## src/mtep_pkg.sv

```systemverilog
package mtep_pkg;

    localparam int unsigned MAX_DELTA_BYTES = 4;

    localparam logic [3:0]  HEADER_BYTES  = 4'd8;
    localparam logic [23:0] TEMPO_DEFAULT = 24'd500000;
    localparam logic [7:0]  META_MARK     = 8'hFF;
    localparam logic [7:0]  META_END      = 8'h2F;
    localparam logic [7:0]  META_TEMPO    = 8'h51;

    localparam logic [1:0] KIND_CHANNEL = 2'd0;
    localparam logic [1:0] KIND_TEMPO   = 2'd1;
    localparam logic [1:0] KIND_END     = 2'd2;

    localparam logic [3:0] PH_HEADER     = 4'd0;
    localparam logic [3:0] PH_DELTA      = 4'd1;
    localparam logic [3:0] PH_EVENT      = 4'd2;
    localparam logic [3:0] PH_META_TYPE  = 4'd3;
    localparam logic [3:0] PH_END_LEN    = 4'd4;
    localparam logic [3:0] PH_TEMPO_LEN  = 4'd5;
    localparam logic [3:0] PH_TEMPO_DATA = 4'd6;
    localparam logic [3:0] PH_META_LEN   = 4'd7;
    localparam logic [3:0] PH_META_SKIP  = 4'd8;
    localparam logic [3:0] PH_DATA1      = 4'd9;
    localparam logic [3:0] PH_DATA2      = 4'd10;

    localparam logic [3:0] NIB_NOTE_OFF  = 4'h8;
    localparam logic [3:0] NIB_NOTE_ON   = 4'h9;
    localparam logic [3:0] NIB_POLY_AT   = 4'hA;
    localparam logic [3:0] NIB_CONTROL   = 4'hB;
    localparam logic [3:0] NIB_PROGRAM   = 4'hC;
    localparam logic [3:0] NIB_CHAN_AT   = 4'hD;
    localparam logic [3:0] NIB_PITCH     = 4'hE;

    typedef struct packed {
        logic [1:0]  event_kind;
        logic [7:0]  status_byte;
        logic [7:0]  first_data;
        logic [7:0]  second_data;
        logic        has_second;
        logic [27:0] delta_ticks;
        logic [23:0] tempo_us;
    } result_t;

    function automatic logic is_short_status(input logic [3:0] nib);
        return (nib == NIB_PROGRAM) || (nib == NIB_CHAN_AT);
    endfunction

    function automatic logic is_long_status(input logic [3:0] nib);
        return (nib == NIB_NOTE_OFF) || (nib == NIB_NOTE_ON) || (nib == NIB_POLY_AT) ||
               (nib == NIB_CONTROL) || (nib == NIB_PITCH);
    endfunction

endpackage

```

## src/midi_track_event_parser.sv

```systemverilog
// The input register holds each byte; an event's result is then registered in out_reg.
// One byte per cycle while no result stalls; the input register feeds the parser state.
// A result waiting for m_ready holds the parser; one further byte is taken meanwhile.
// Synchronous active-low reset: header skip of 8 bytes, delta and holds cleared,
// tempo set to 500000 us per quarter note, no item held in either register.
module midi_track_event_parser (
    input  logic        aclk,
    input  logic        aresetn,
    input  logic        s_valid,
    output logic        s_ready,
    input  logic [7:0]  s_data_byte,
    input  logic        s_track_start,
    output logic        m_valid,
    input  logic        m_ready,
    output logic [1:0]  m_event_kind,
    output logic [7:0]  m_status_byte,
    output logic [7:0]  m_first_data,
    output logic [7:0]  m_second_data,
    output logic        m_has_second,
    output logic [27:0] m_delta_ticks,
    output logic [23:0] m_tempo_us
);

    logic               in_valid_reg;
    logic [7:0]         in_byte_reg;
    logic               in_start_reg;
    logic               out_valid_reg;
    mtep_pkg::result_t  out_reg;
    mtep_pkg::result_t  result;
    logic               emit;
    logic               step;

    assign step    = in_valid_reg && (!out_valid_reg || m_ready);
    assign s_ready = !in_valid_reg || step;

    mtep_parser u_parser (
        .aclk        (aclk),
        .aresetn     (aresetn),
        .step        (step),
        .data_byte   (in_byte_reg),
        .track_start (in_start_reg),
        .emit        (emit),
        .result      (result)
    );

    always_ff @(posedge aclk) begin
        if (!aresetn) begin
            in_valid_reg <= 1'b0;
        end else if (s_ready) begin
            in_valid_reg <= s_valid;
        end
    end

    always_ff @(posedge aclk) begin
        if (s_ready && s_valid) begin
            in_byte_reg  <= s_data_byte;
            in_start_reg <= s_track_start;
        end
    end

    always_ff @(posedge aclk) begin
        if (!aresetn) begin
            out_valid_reg <= 1'b0;
        end else if (step && emit) begin
            out_valid_reg <= 1'b1;
        end else if (m_ready) begin
            out_valid_reg <= 1'b0;
        end
    end

    always_ff @(posedge aclk) begin
        if (step && emit) begin
            out_reg <= result;
        end
    end

    assign m_valid       = out_valid_reg;
    assign m_event_kind  = out_reg.event_kind;
    assign m_status_byte = out_reg.status_byte;
    assign m_first_data  = out_reg.first_data;
    assign m_second_data = out_reg.second_data;
    assign m_has_second  = out_reg.has_second;
    assign m_delta_ticks = out_reg.delta_ticks;
    assign m_tempo_us    = out_reg.tempo_us;

    a_chan_status: assert property (@(posedge aclk) disable iff (!aresetn)
        m_valid && (m_event_kind == mtep_pkg::KIND_CHANNEL) |-> m_status_byte[7])
        else $error("channel item without status bit");

    a_other_zero: assert property (@(posedge aclk) disable iff (!aresetn)
        m_valid && (m_event_kind != mtep_pkg::KIND_CHANNEL) |->
        (m_status_byte == 8'd0) && (m_first_data == 8'd0) && !m_has_second)
        else $error("non-channel item carries message bytes");

    a_short_msg: assert property (@(posedge aclk) disable iff (!aresetn)
        m_valid && !m_has_second |-> (m_second_data == 8'd0))
        else $error("second data byte set on two-byte item");

    a_no_invent: assert property (@(posedge aclk) disable iff (!aresetn)
        m_valid && m_ready && !(step && emit) |=> !m_valid)
        else $error("result item repeated");

endmodule

```

## src/mtep_parser.sv

```systemverilog
module mtep_parser (
    input  logic                 aclk,
    input  logic                 aresetn,
    input  logic                 step,
    input  logic [7:0]           data_byte,
    input  logic                 track_start,
    output logic                 emit,
    output mtep_pkg::result_t    result
);

    logic [3:0]  phase_reg,  phase_next;
    logic [3:0]  hdr_reg,    hdr_next;
    logic [27:0] acc_reg,    acc_next;
    logic [2:0]  dbytes_reg, dbytes_next;
    logic [7:0]  hstat_reg,  hstat_next;
    logic [7:0]  hdata_reg,  hdata_next;
    logic [7:0]  mleft_reg,  mleft_next;
    logic [23:0] tempo_reg,  tempo_next;
    logic [1:0]  tbytes_reg, tbytes_next;
    logic        done_reg,   done_next;

    always_comb begin
        logic [3:0] hdr_dec;
        logic [7:0] mleft_dec;
        phase_next  = phase_reg;
        hdr_next    = hdr_reg;
        acc_next    = acc_reg;
        dbytes_next = dbytes_reg;
        hstat_next  = hstat_reg;
        hdata_next  = hdata_reg;
        mleft_next  = mleft_reg;
        tempo_next  = tempo_reg;
        tbytes_next = tbytes_reg;
        done_next   = done_reg;
        emit        = 1'b0;
        result      = '0;
        hdr_dec     = '0;
        mleft_dec   = '0;

        if (track_start) begin
            phase_next  = mtep_pkg::PH_HEADER;
            hdr_next    = mtep_pkg::HEADER_BYTES;
            acc_next    = '0;
            dbytes_next = '0;
            hstat_next  = '0;
            hdata_next  = '0;
            mleft_next  = '0;
            tbytes_next = '0;
            done_next   = 1'b0;
        end

        result.delta_ticks = acc_next;
        result.tempo_us    = tempo_next;

        if (!done_next) begin
            unique case (phase_next)
                mtep_pkg::PH_HEADER: begin
                    hdr_dec  = (hdr_next != 4'd0) ? hdr_next - 4'd1 : 4'd0;
                    hdr_next = hdr_dec;
                    if (hdr_dec == 4'd0) begin
                        phase_next  = mtep_pkg::PH_DELTA;
                        acc_next    = '0;
                        dbytes_next = '0;
                    end
                end
                mtep_pkg::PH_DELTA: begin
                    if (dbytes_next >= 3'(mtep_pkg::MAX_DELTA_BYTES)) begin
                        phase_next = mtep_pkg::PH_EVENT;
                    end else begin
                        acc_next    = {acc_next[20:0], data_byte[6:0]};
                        dbytes_next = dbytes_next + 3'd1;
                        if (!data_byte[7]) begin
                            phase_next = mtep_pkg::PH_EVENT;
                        end
                    end
                end
                mtep_pkg::PH_EVENT: begin
                    if (data_byte == mtep_pkg::META_MARK) begin
                        phase_next = mtep_pkg::PH_META_TYPE;
                    end else if (mtep_pkg::is_long_status(data_byte[7:4]) ||
                                 mtep_pkg::is_short_status(data_byte[7:4])) begin
                        hstat_next = data_byte;
                        phase_next = mtep_pkg::PH_DATA1;
                    end else begin
                        phase_next  = mtep_pkg::PH_DELTA;
                        acc_next    = '0;
                        dbytes_next = '0;
                    end
                end
                mtep_pkg::PH_DATA1: begin
                    if (mtep_pkg::is_short_status(hstat_next[7:4])) begin
                        emit                = 1'b1;
                        result.event_kind   = mtep_pkg::KIND_CHANNEL;
                        result.status_byte  = hstat_next;
                        result.first_data   = data_byte;
                        phase_next          = mtep_pkg::PH_DELTA;
                        acc_next            = '0;
                        dbytes_next         = '0;
                    end else begin
                        hdata_next = data_byte;
                        phase_next = mtep_pkg::PH_DATA2;
                    end
                end
                mtep_pkg::PH_DATA2: begin
                    emit               = 1'b1;
                    result.event_kind  = mtep_pkg::KIND_CHANNEL;
                    result.status_byte = hstat_next;
                    result.first_data  = hdata_next;
                    result.second_data = data_byte;
                    result.has_second  = 1'b1;
                    phase_next         = mtep_pkg::PH_DELTA;
                    acc_next           = '0;
                    dbytes_next        = '0;
                end
                mtep_pkg::PH_META_TYPE: begin
                    if (data_byte == mtep_pkg::META_END) begin
                        phase_next = mtep_pkg::PH_END_LEN;
                    end else if (data_byte == mtep_pkg::META_TEMPO) begin
                        phase_next = mtep_pkg::PH_TEMPO_LEN;
                    end else begin
                        phase_next = mtep_pkg::PH_META_LEN;
                    end
                end
                mtep_pkg::PH_END_LEN: begin
                    emit              = 1'b1;
                    result.event_kind = mtep_pkg::KIND_END;
                    done_next         = 1'b1;
                    phase_next        = mtep_pkg::PH_HEADER;
                end
                mtep_pkg::PH_TEMPO_LEN: begin
                    tbytes_next = '0;
                    hdata_next  = '0;
                    mleft_next  = '0;
                    phase_next  = mtep_pkg::PH_TEMPO_DATA;
                end
                mtep_pkg::PH_TEMPO_DATA: begin
                    if (tbytes_next == 2'd0) begin
                        mleft_next  = data_byte;
                        tbytes_next = 2'd1;
                    end else if (tbytes_next == 2'd1) begin
                        hdata_next  = data_byte;
                        tbytes_next = 2'd2;
                    end else begin
                        tempo_next        = {mleft_next, hdata_next, data_byte};
                        tbytes_next       = '0;
                        mleft_next        = '0;
                        emit              = 1'b1;
                        result.event_kind = mtep_pkg::KIND_TEMPO;
                        result.tempo_us   = {mleft_reg, hdata_reg, data_byte};
                        phase_next        = mtep_pkg::PH_DELTA;
                        acc_next          = '0;
                        dbytes_next       = '0;
                    end
                end
                mtep_pkg::PH_META_LEN: begin
                    mleft_next = data_byte;
                    if (data_byte == 8'd0) begin
                        phase_next  = mtep_pkg::PH_DELTA;
                        acc_next    = '0;
                        dbytes_next = '0;
                    end else begin
                        phase_next = mtep_pkg::PH_META_SKIP;
                    end
                end
                mtep_pkg::PH_META_SKIP: begin
                    mleft_dec  = (mleft_next != 8'd0) ? mleft_next - 8'd1 : 8'd0;
                    mleft_next = mleft_dec;
                    if (mleft_dec == 8'd0) begin
                        phase_next  = mtep_pkg::PH_DELTA;
                        acc_next    = '0;
                        dbytes_next = '0;
                    end
                end
                default: begin
                    phase_next = mtep_pkg::PH_HEADER;
                    hdr_next   = mtep_pkg::HEADER_BYTES;
                end
            endcase
        end
    end

    always_ff @(posedge aclk) begin
        if (!aresetn) begin
            phase_reg  <= mtep_pkg::PH_HEADER;
            hdr_reg    <= mtep_pkg::HEADER_BYTES;
            acc_reg    <= '0;
            dbytes_reg <= '0;
            hstat_reg  <= '0;
            hdata_reg  <= '0;
            mleft_reg  <= '0;
            tempo_reg  <= mtep_pkg::TEMPO_DEFAULT;
            tbytes_reg <= '0;
            done_reg   <= 1'b0;
        end else if (step) begin
            phase_reg  <= phase_next;
            hdr_reg    <= hdr_next;
            acc_reg    <= acc_next;
            dbytes_reg <= dbytes_next;
            hstat_reg  <= hstat_next;
            hdata_reg  <= hdata_next;
            mleft_reg  <= mleft_next;
            tempo_reg  <= tempo_next;
            tbytes_reg <= tbytes_next;
            done_reg   <= done_next;
        end
    end

endmodule

```

## config.mk

```make
export PLATFORM = sky130hd
export DESIGN_NAME = midi_track_event_parser
export DESIGN_NICKNAME = d
export VERILOG_FILES = /design/src/mtep_pkg.sv /design/src/midi_track_event_parser.sv /design/src/mtep_parser.sv
export SDC_FILE = /design/constraint.sdc
export NUM_CORES = 1
export LEC_CHECK = 0
export ABC_AREA = 1
export BUFFER_PORTS_ARGS = -buffer_cell sky130_fd_sc_hd__buf_2
export CORE_MARGIN = 1.5
export CORE_UTILIZATION = 64
export DETAILED_ROUTE_END_ITERATION = 10
export PLACE_DENSITY_LB_ADDON = 0.1
export SLEW_MARGIN = 20
export SYNTH_ARGS = -nofsm -noshare
export SYNTH_HDL_FRONTEND = slang
export SYNTH_SLANG_ARGS = --single-unit
```

## constraint.sdc

```tcl
create_clock -name aclk -period 12 [get_ports aclk]
set_clock_uncertainty 0.1 [all_clocks]
set_input_delay 2.4 -clock aclk [delete_from_list [all_inputs] [get_ports aclk]]
set_output_delay 2.4 -clock aclk [all_outputs]
set_load 0.02 [all_outputs]
```

==> metrics.csv, run 1 <==
stage,metric,value,unit
status,status,"finished, final reports clean",
critical_path,crit end category,output port,
synth,Yosys cell types,46,
pwr,Cell Pwr Density,132,nW/um2
route,Starting DRT DRC Count,1050,
clock_network,setup bufs post-CTS,0,
clock_network,total CTS buffers,17,
clock_network,CTS Hold Buffers Added,0,
clock_network,clock root cell,clkbuf_16,
synth,Post-synth ARST share,0,%
pwr,Leak,4.35,nW
critical_path,Required @ worst endpoint,9.50,ns
floorplanning,die width,121,um
clock_network,clock insertion delay at the later pin of the skew report,0.44,ns
critical_path,CP bufs+invs,3,
timing,Final min period,5.34,ns
synth,"EDFF count, synth",88,
clock_network,htree depth,4,
critical_path,cell-by-cell trace of the critical path,"buf_2, inv_1, nand3_1, buf_2",
floorplanning,effective utilization at floorplan,65.2,%
synth,Mapped Cells,1073,
route,DR pass1 iterations,5,
critical_path,crit-path leading delay family,buffers and inverters,
floorplanning,Site Rows,43,
global_routing,first-pass GRT wire length,36.9,mm
clock_network,CTS tree,yes,
final_layout,Non-Filler Instances,1332,
timing,Slew Limit Fails,0,
floorplanning,DIE HEIGHT,121,um
timing,Worst-Margin Slew,0.816,ns
timing,fmax,0.187,GHz
place,DP HPWL,14.5,mm
critical_path,slowest CP cell,buf_2,
run,# Max-Cap Violations,0,
clock_network,clock sink count,180,
route,DRT antenna net count,0,
place,# port buffers,93,
global_routing,GR Util All Layers,32.0,%
pwr,Worst VDD drop,0.0000886,V
critical_path,CP arrival,2.84,ns
synth,post-synthesis cell area,8970,um2
synth,top_reg_cell synth,dfxtp_1,
clock_network,Bufs on Longest Clock Path,2,
synth,Synth Register Bits,180,
route,Post-route DRC,0,
route,detailed-route vias per instance,6.17,
timing,RSZ-0062 raised after global routing,false,
critical_path,Worst setup SP type,input pin,
worst_hold_path,Worst Hold Class,reg -> reg,
route,via count,8213,
route,per-cell routed wire length,17.5,um
global_routing,largest net degree at the start of global routing,59,
clock_network,post_cts resized,0,
global_routing,vias in the first global route,7310,
timing,Slew Limit Headroom,45.6,%
final_layout,layout cells sized above 1,17.4,%
timing,Sum Neg Setup Slack,0,ns
place,placed cells,1300,
floorplanning,IO Count,94,
critical_path,WS Path Type,in -> out,
global_routing,initial antenna violation count,0,
critical_path,"slowest stage delay, CP",0.18,ns
synth,Syn Nets,1091,
synth,Post-Syn Area per Cell,8.36,um2
timing,Final Hold Fails,0,
final_layout,Final nets,1157,
floorplanning,core area,13800,um2
critical_path,"most used cell, CP",buf_2,
synth,post-synthesis sequential area ratio,50.0,%
final_layout,Antenna Cells,0,
place,GP Congestion,0.982,
global_routing,Congestion Overflow GR,0,
floorplanning,die area,14700,um2
final_layout,Syn-to-layout area delta,12.4,%
clock_network,clock-pin transition on the worst setup and hold timing paths,0.07,ns
timing,Final period util,44.5,%
timing,final setup fails,0,
critical_path,peak fanout along the critical path,3,
synth,Yosys warnings,0,
route,DRT Wirelength,23.3,mm
==> worst paths after layout <==
path | slack [ns] | end | from | depth (start not counted)
setup / recovery | 6.66 | s_ready | m_ready | 4
hold / removal | 0.36 | u_parser.tempo_reg[4] | u_parser.tempo_reg[4] | 2
setup reg to reg | 7.83 | m_delta_ticks[13] | in_start_reg | 13
hold reg to reg | 0.36 | u_parser.tempo_reg[4] | u_parser.tempo_reg[4] | 2
==> synth_stat cells (6+ instances only) <==
cell | instances | share of area [%]
inv_1 | 123 | 5.1
nor2_1 | 73 | 3.1
nand3_1 | 42 | 2.3
nand4_1 | 9 | 0.63
o21ai_1 | 6 | 0.33
a31oi_1 | 19 | 1.3
nor2_2 | 13 | 0.91
o22ai_1 | 7 | 0.49
inv_2 | 11 | 0.46
buf_2 | 11 | 0.61
dfxtp_1 | 92 | 21
a21oi_1 | 102 | 5.7
nand2_2 | 10 | 0.70
o21ai_0 | 125 | 7.0
edfxtp_1 | 88 | 29
a221oi_1 | 9 | 0.88
nand2_4 | 8 | 1.0
clkbuf_1 | 35 | 1.5
nor3_1 | 8 | 0.45
a211oi_1 | 18 | 1.5
nand2_1 | 184 | 7.7
a22oi_1 | 8 | 0.67
o221ai_1 | 13 | 1.3
o211ai_1 | 14 | 1.2
==> placed cells by master (no fill, tap or decap), types with 7 or more instances in the layout <==
| master | instances |
|---|---|
| nor3_1 | 8 |
| a211oi_1 | 18 |
| a22oi_1 | 8 |
| nand2_4 | 8 |
| nand3_1 | 42 |
| a31oi_1 | 19 |
| nand2_1 | 184 |
| dfxtp_1 | 92 |
| nand4_1 | 9 |
| buf_4 | 8 |
| o211ai_1 | 14 |
| a221oi_1 | 9 |
| nor2_1 | 71 |
| nor2_2 | 15 |
| nand2_2 | 10 |
| buf_2 | 93 |
| inv_1 | 122 |
| clkbuf_16 | 18 |
| edfxtp_1 | 88 |
| o21ai_0 | 125 |
| o22ai_1 | 7 |
| o221ai_1 | 13 |
| a21oi_1 | 102 |
| inv_2 | 12 |
==> metal layers <==
layer  wire (um)  part of all wire, %  GRT usage, %  vias to the layer above
met3        2130                  9.1          4.98                       65
li1            -                    -             -                     3820
met1        9810                   42          44.2                     3836
met4         624                  2.7          12.6                        0
met5           0                    0             0                        -
met2       10800                   46          50.7                      492
==> through the flow <==
step                hold WS (ns)  setup slack (ns)  utilization (%)  instance area, um2  total power [mW]
floorplan                  0.325              6.58                -                8970             0.731
global placement           0.334              6.68             68.7                9460             0.750
detailed placement         0.341              6.67             68.7                9460             0.751
CTS                        0.354              6.66             73.2               10100              1.33
global route               0.373              6.62             73.2               10100              1.36
finish                     0.355              6.66             73.2               10100              1.33
==> power breakdown <==
part | internal [mW] | total [mW] | switching, mW
Combinational | 0.0208 | 0.0766 | 0.0558
Clock | 0.329 | 0.588 | 0.260
Sequential | 0.653 | 0.665 | 0.0121
Total | 1.00 | 1.33 | 0.327
==> cell type report <==
class / instances / area, um2
Inverter: 140 / 528
Tap cell: 180 / 225
Multi-Input combinational cell: 699 / 3690
Timing Repair Buffer: 101 / 526
Clock inverter: 14 / 179
Clock buffer: 18 / 450
Sequential cell: 180 / 4480
Fill cell: 1077 / 3690
==> cells by family (layout without fill, tap and decap cells) <==
group	Yosys count	after routing	synth area share, %
fa+ha+maj	5	5	0.697
flops	180	180	50.0
compound gates	333	333	21.7
buf+inv	194	273	8.94
simple gates	361	361	18.8
==> worst register-to-register path, stage by stage (launching register included) <==
cell,delay (ns)
edfxtp_1,0.36
buf_4,0.24
inv_4,0.63
nand2_1,0.21
nor2_1,0.24
nand2_1,0.15
inv_1,0.14
nand2_1,0.13
nand2_1,0.14
inv_1,0.07
nand3_1,0.09
nand2_1,0.10
inv_2,0.60
buf_4,0.60
Note: power is estimated with default switching activity, not from simulation.
==> run 2: changes to the inputs <==
--- a/config.mk
+++ b/config.mk
@@ -5,10 +5,10 @@
 export SDC_FILE = /design/constraint.sdc
 export NUM_CORES = 1
 export LEC_CHECK = 0
-export ABC_AREA = 1
+export ABC_AREA = 0
 export BUFFER_PORTS_ARGS = -buffer_cell sky130_fd_sc_hd__buf_2
 export CORE_MARGIN = 1.5
-export CORE_UTILIZATION = 64
+export CORE_UTILIZATION = 53
 export DETAILED_ROUTE_END_ITERATION = 10
 export PLACE_DENSITY_LB_ADDON = 0.1
 export SLEW_MARGIN = 20
==> constraint.sdc (replaced) <==
create_clock -name aclk -period 4.5 [get_ports aclk]
set_clock_uncertainty 0.1 [all_clocks]
set_input_delay 0.9 -clock aclk [delete_from_list [all_inputs] [get_ports aclk]]
set_output_delay 0.9 -clock aclk [all_outputs]
set_load 0.02 [all_outputs]
==> metrics.csv, run 2 <==
stage,metric,value,unit
status,status,"finished, final reports clean",
synth,"EDFF count, synth",88,
global_routing,grt met1 use,37.6,%
final_layout,Non-Filler Instances,1105,
synth,largest area contributor in the synthesized netlist,edfxtp_1,
timing,Slew Limit Fails,0,
synth,post-synthesis cell area,8190,um2
global_routing,met2 Track Usage GR,42.4,%
critical_path,r2r endpoint,u_parser.acc_reg[16],
pwr,Worst VDD drop,0.000208,V
route,Starting DRT DRC Count,658,
timing,Worst-Margin Slew,0.858,ns
synth,top_reg_cell synth,dfxtp_1,
clock_network,clock insertion delay at the later pin of the skew report,0.43,ns
critical_path,FF-to-FF setup slack,1.00,ns
global_routing,vias in the first global route,6165,
critical_path,crit-path leading delay family,compound AO/OA/AOI/OAI gates,
route,DRT Wirelength,21.4,mm
final_layout,"commonest non-fill, non-tap cells in the layout","137 x nand2_1, 93 x buf_2, 92 x dfxtp_1, 88 x edfxtp_1, 76 x nor2_1",
place,placed cells,1073,
floorplanning,core area,15100,um2
critical_path,CP arrival,3.72,ns
synth,commonest cells in the netlist,"137 x nand2_1, 92 x dfxtp_1, 88 x edfxtp_1",
timing,Slew Limit Headroom,42.7,%
final_layout,Syn-to-layout area delta,14.2,%
final_layout,Antenna Cells,0,
floorplanning,IO Count,94,
synth,post-synthesis sequential area ratio,54.7,%
floorplanning,effective utilization at floorplan,54.1,%
pwr,Switching Fraction,23.6,%
synth,Post-synth ARST share,0,%
global_routing,GR Util All Layers,26.9,%
timing,RSZ-0062 raised after global routing,false,
route,DR pass1 iterations,6,
floorplanning,Site Rows,45,
timing,final setup fails,0,
clock_network,clock root cell,clkbuf_16,
final_layout,"commonest non-fill, non-tap cell in the layout",nand2_1,
global_routing,met3 usage,5.70,%
synth,synth top area cells,"edfxtp_1 32%, dfxtp_1 22%, nand2_1 6.3%, nor2_1 3.5%, a21oi_1 3.2%",
pwr,Int Pwr,2.60,mW
timing,WHS,0.355,ns
clock_network,clock sink count,180,
global_routing,Most Crowded Layer GR,met2,
worst_hold_path,WHS Path Cells,2,
synth,Synth Register Bits,180,
place,# port buffers,93,
route,via count,6706,
synth,Syn Nets,853,
pwr,clock share of power,44.0,%
route,DRT antenna net count,0,
clock_network,post_cts resized,0,
global_routing,initial antenna violation count,0,
worst_hold_path,hold endpoint,u_parser.tempo_reg[21],
synth,top cell type's share of synthesized area,32.3,%
final_layout,Final nets,922,
pwr,Leak,3.48,nW
route,Post-route DRC,0,
global_routing,first-pass GRT wire length,33.7,mm
critical_path,peak fanout along the critical path,22,
critical_path,Required @ worst endpoint,4.72,ns
critical_path,WS Path Type,reg -> reg,
final_layout,layout cells sized above 1,17.9,%
critical_path,crit end category,register,
timing,Final min period,3.50,ns
pwr,Cell Pwr Density,365,nW/um2
clock_network,htree depth,4,
place,DP HPWL,14.2,mm
place,area post-placement,8760,um2
timing,final critical-path setup slack,1.00,ns
timing,fmax,0.286,GHz
run,# Max-Cap Violations,0,
worst_hold_path,Worst Hold Class,reg -> reg,
critical_path,Worst setup SP type,register,
timing,Final period util,77.7,%
clock_network,total CTS buffers,17,
critical_path,CP bufs+invs,0,
clock_network,setup bufs post-CTS,0,
route,detailed-route vias per instance,6.07,
clock_network,clock-pin transition on the worst setup and hold timing paths,0.07,ns
timing,Final Hold Fails,0,
synth,Yosys cell types,79,
floorplanning,DIE HEIGHT,127,um
clock_network,CTS tree,yes,
place,Placement Setup Slack,1.10,ns
pwr,Seq pwr share,51.8,%
critical_path,reg2reg path depth,8,
synth,Post-Syn Area per Cell,9.81,um2
floorplanning,die width,127,um
pwr,Combinational Power Share,4.2,%
global_routing,largest net degree at the start of global routing,68,
synth,Yosys warnings,0,
route,per-cell routed wire length,19.4,um
synth,Mapped Cells,835,
global_routing,Congestion Overflow GR,0,
critical_path,"slowest stage delay, CP",0.79,ns
clock_network,Bufs on Longest Clock Path,2,
worst_hold_path,Hold Crit Start,u_parser.tempo_reg[21],
pwr,switching power,0.806,mW
timing,Sum Neg Setup Slack,0,ns
final_layout,Final Cell Area,9360,um2
critical_path,Reg2Reg Launch Point,in_start_reg,
place,GP Congestion,0.905,
clock_network,CTS Hold Buffers Added,0,
critical_path,slowest CP cell,edfxtp_1,
floorplanning,die area,16200,um2
critical_path,cell-by-cell trace of the critical path,"nand2b_1, ha_1, xor2_1, or3b_1, a211oi_2, o211a_1, a31oi_2, a22o_1",
synth,most common cell in the netlist,nand2_1,
run 2: cell types whose count changed after synthesis, moves of 14 or more:
cell      previous run  this run
nand3_1             42        21
o21ai_0            125        14
nor2b_1              0        28
nand3b_1             0        15
inv_1              123        16
nand2_1            184       137
a21oi_1            102        52
and3_1               0        20
a22oi_1              8        29
a211oi_1            18         4
run 2: worst min-delay path: cells and delay by family, from the launching register on:
| family | cells | cell delay (ns) |
|---|---|---|
| AOI/OAI and AO/OA | 1 | 0.05 |
| DFF | 1 | 0.31 |
| and+or+nand+nor | 1 | 0.05 |
run 2: power groups by stage:
stage	Sequential [mW]	Combinational [mW]	Clock, mW
6_report	1.77	0.144	1.50
3_5_place_dp	1.80	0.141	0
5_1_grt	1.77	0.156	1.58
3_3_place_gp	1.80	0.139	0
2_1_floorplan	1.77	0.112	0
4_1_cts	1.77	0.142	1.51
run 2: layout make-up:
cell class | instances | area (um2)
inverter | 18 | 67.6
sequential | 180 | 4480
clock inverter | 13 | 163
clock buffer | 19 | 433
multi-input combinational | 579 | 3380
tap | 188 | 235
timing repair buffer | 108 | 591
fill | 1271 | 5790
run 2: metal layers:
metal	part of all wire, %	wire [um]
met1	45	9650
met2	46	9840
met3	7.5	1600
met5	0	0
met4	1.4	306
run 2: how the worst max path moves through the flow:
stage | slack, ns | endpoint | from | depth (start not counted)
after floorplan | 0.29 | m_delta_ticks[0] | in_start_reg | 8
final | 1.00 | u_parser.acc_reg[16] | in_start_reg | 8
after detailed placement | 1.10 | u_parser.acc_reg[25] | in_start_reg | 8
after CTS | 1.06 | u_parser.acc_reg[16] | in_start_reg | 8
after global placement | 1.20 | u_parser.acc_reg[0] | in_start_reg | 8
after global routing | 0.77 | u_parser.acc_reg[25] | in_start_reg | 10
run 2: kinds of logic (layout without fill, tap and decap cells):
kind of cell | after synthesis | count (layout) | synth area share (%)
simple gates | 363 | 363 | 21.7
compound gates | 204 | 204 | 17.9
flops | 180 | 180 | 54.7
buf+inv | 76 | 158 | 4.12
fa+ha+maj | 5 | 5 | 0.764
xor+xnor | 4 | 4 | 0.428
mux | 3 | 3 | 0.367
run 2: per-stage QoR:
stage | total power [mW] | utilization [%]
4_1_cts | 3.42 | 61.8
6_report | 3.41 | 61.8
2_1_floorplan | 1.89 | -
3_3_place_gp | 1.94 | 57.8
5_1_grt | 3.50 | 61.8
3_5_place_dp | 1.94 | 57.8
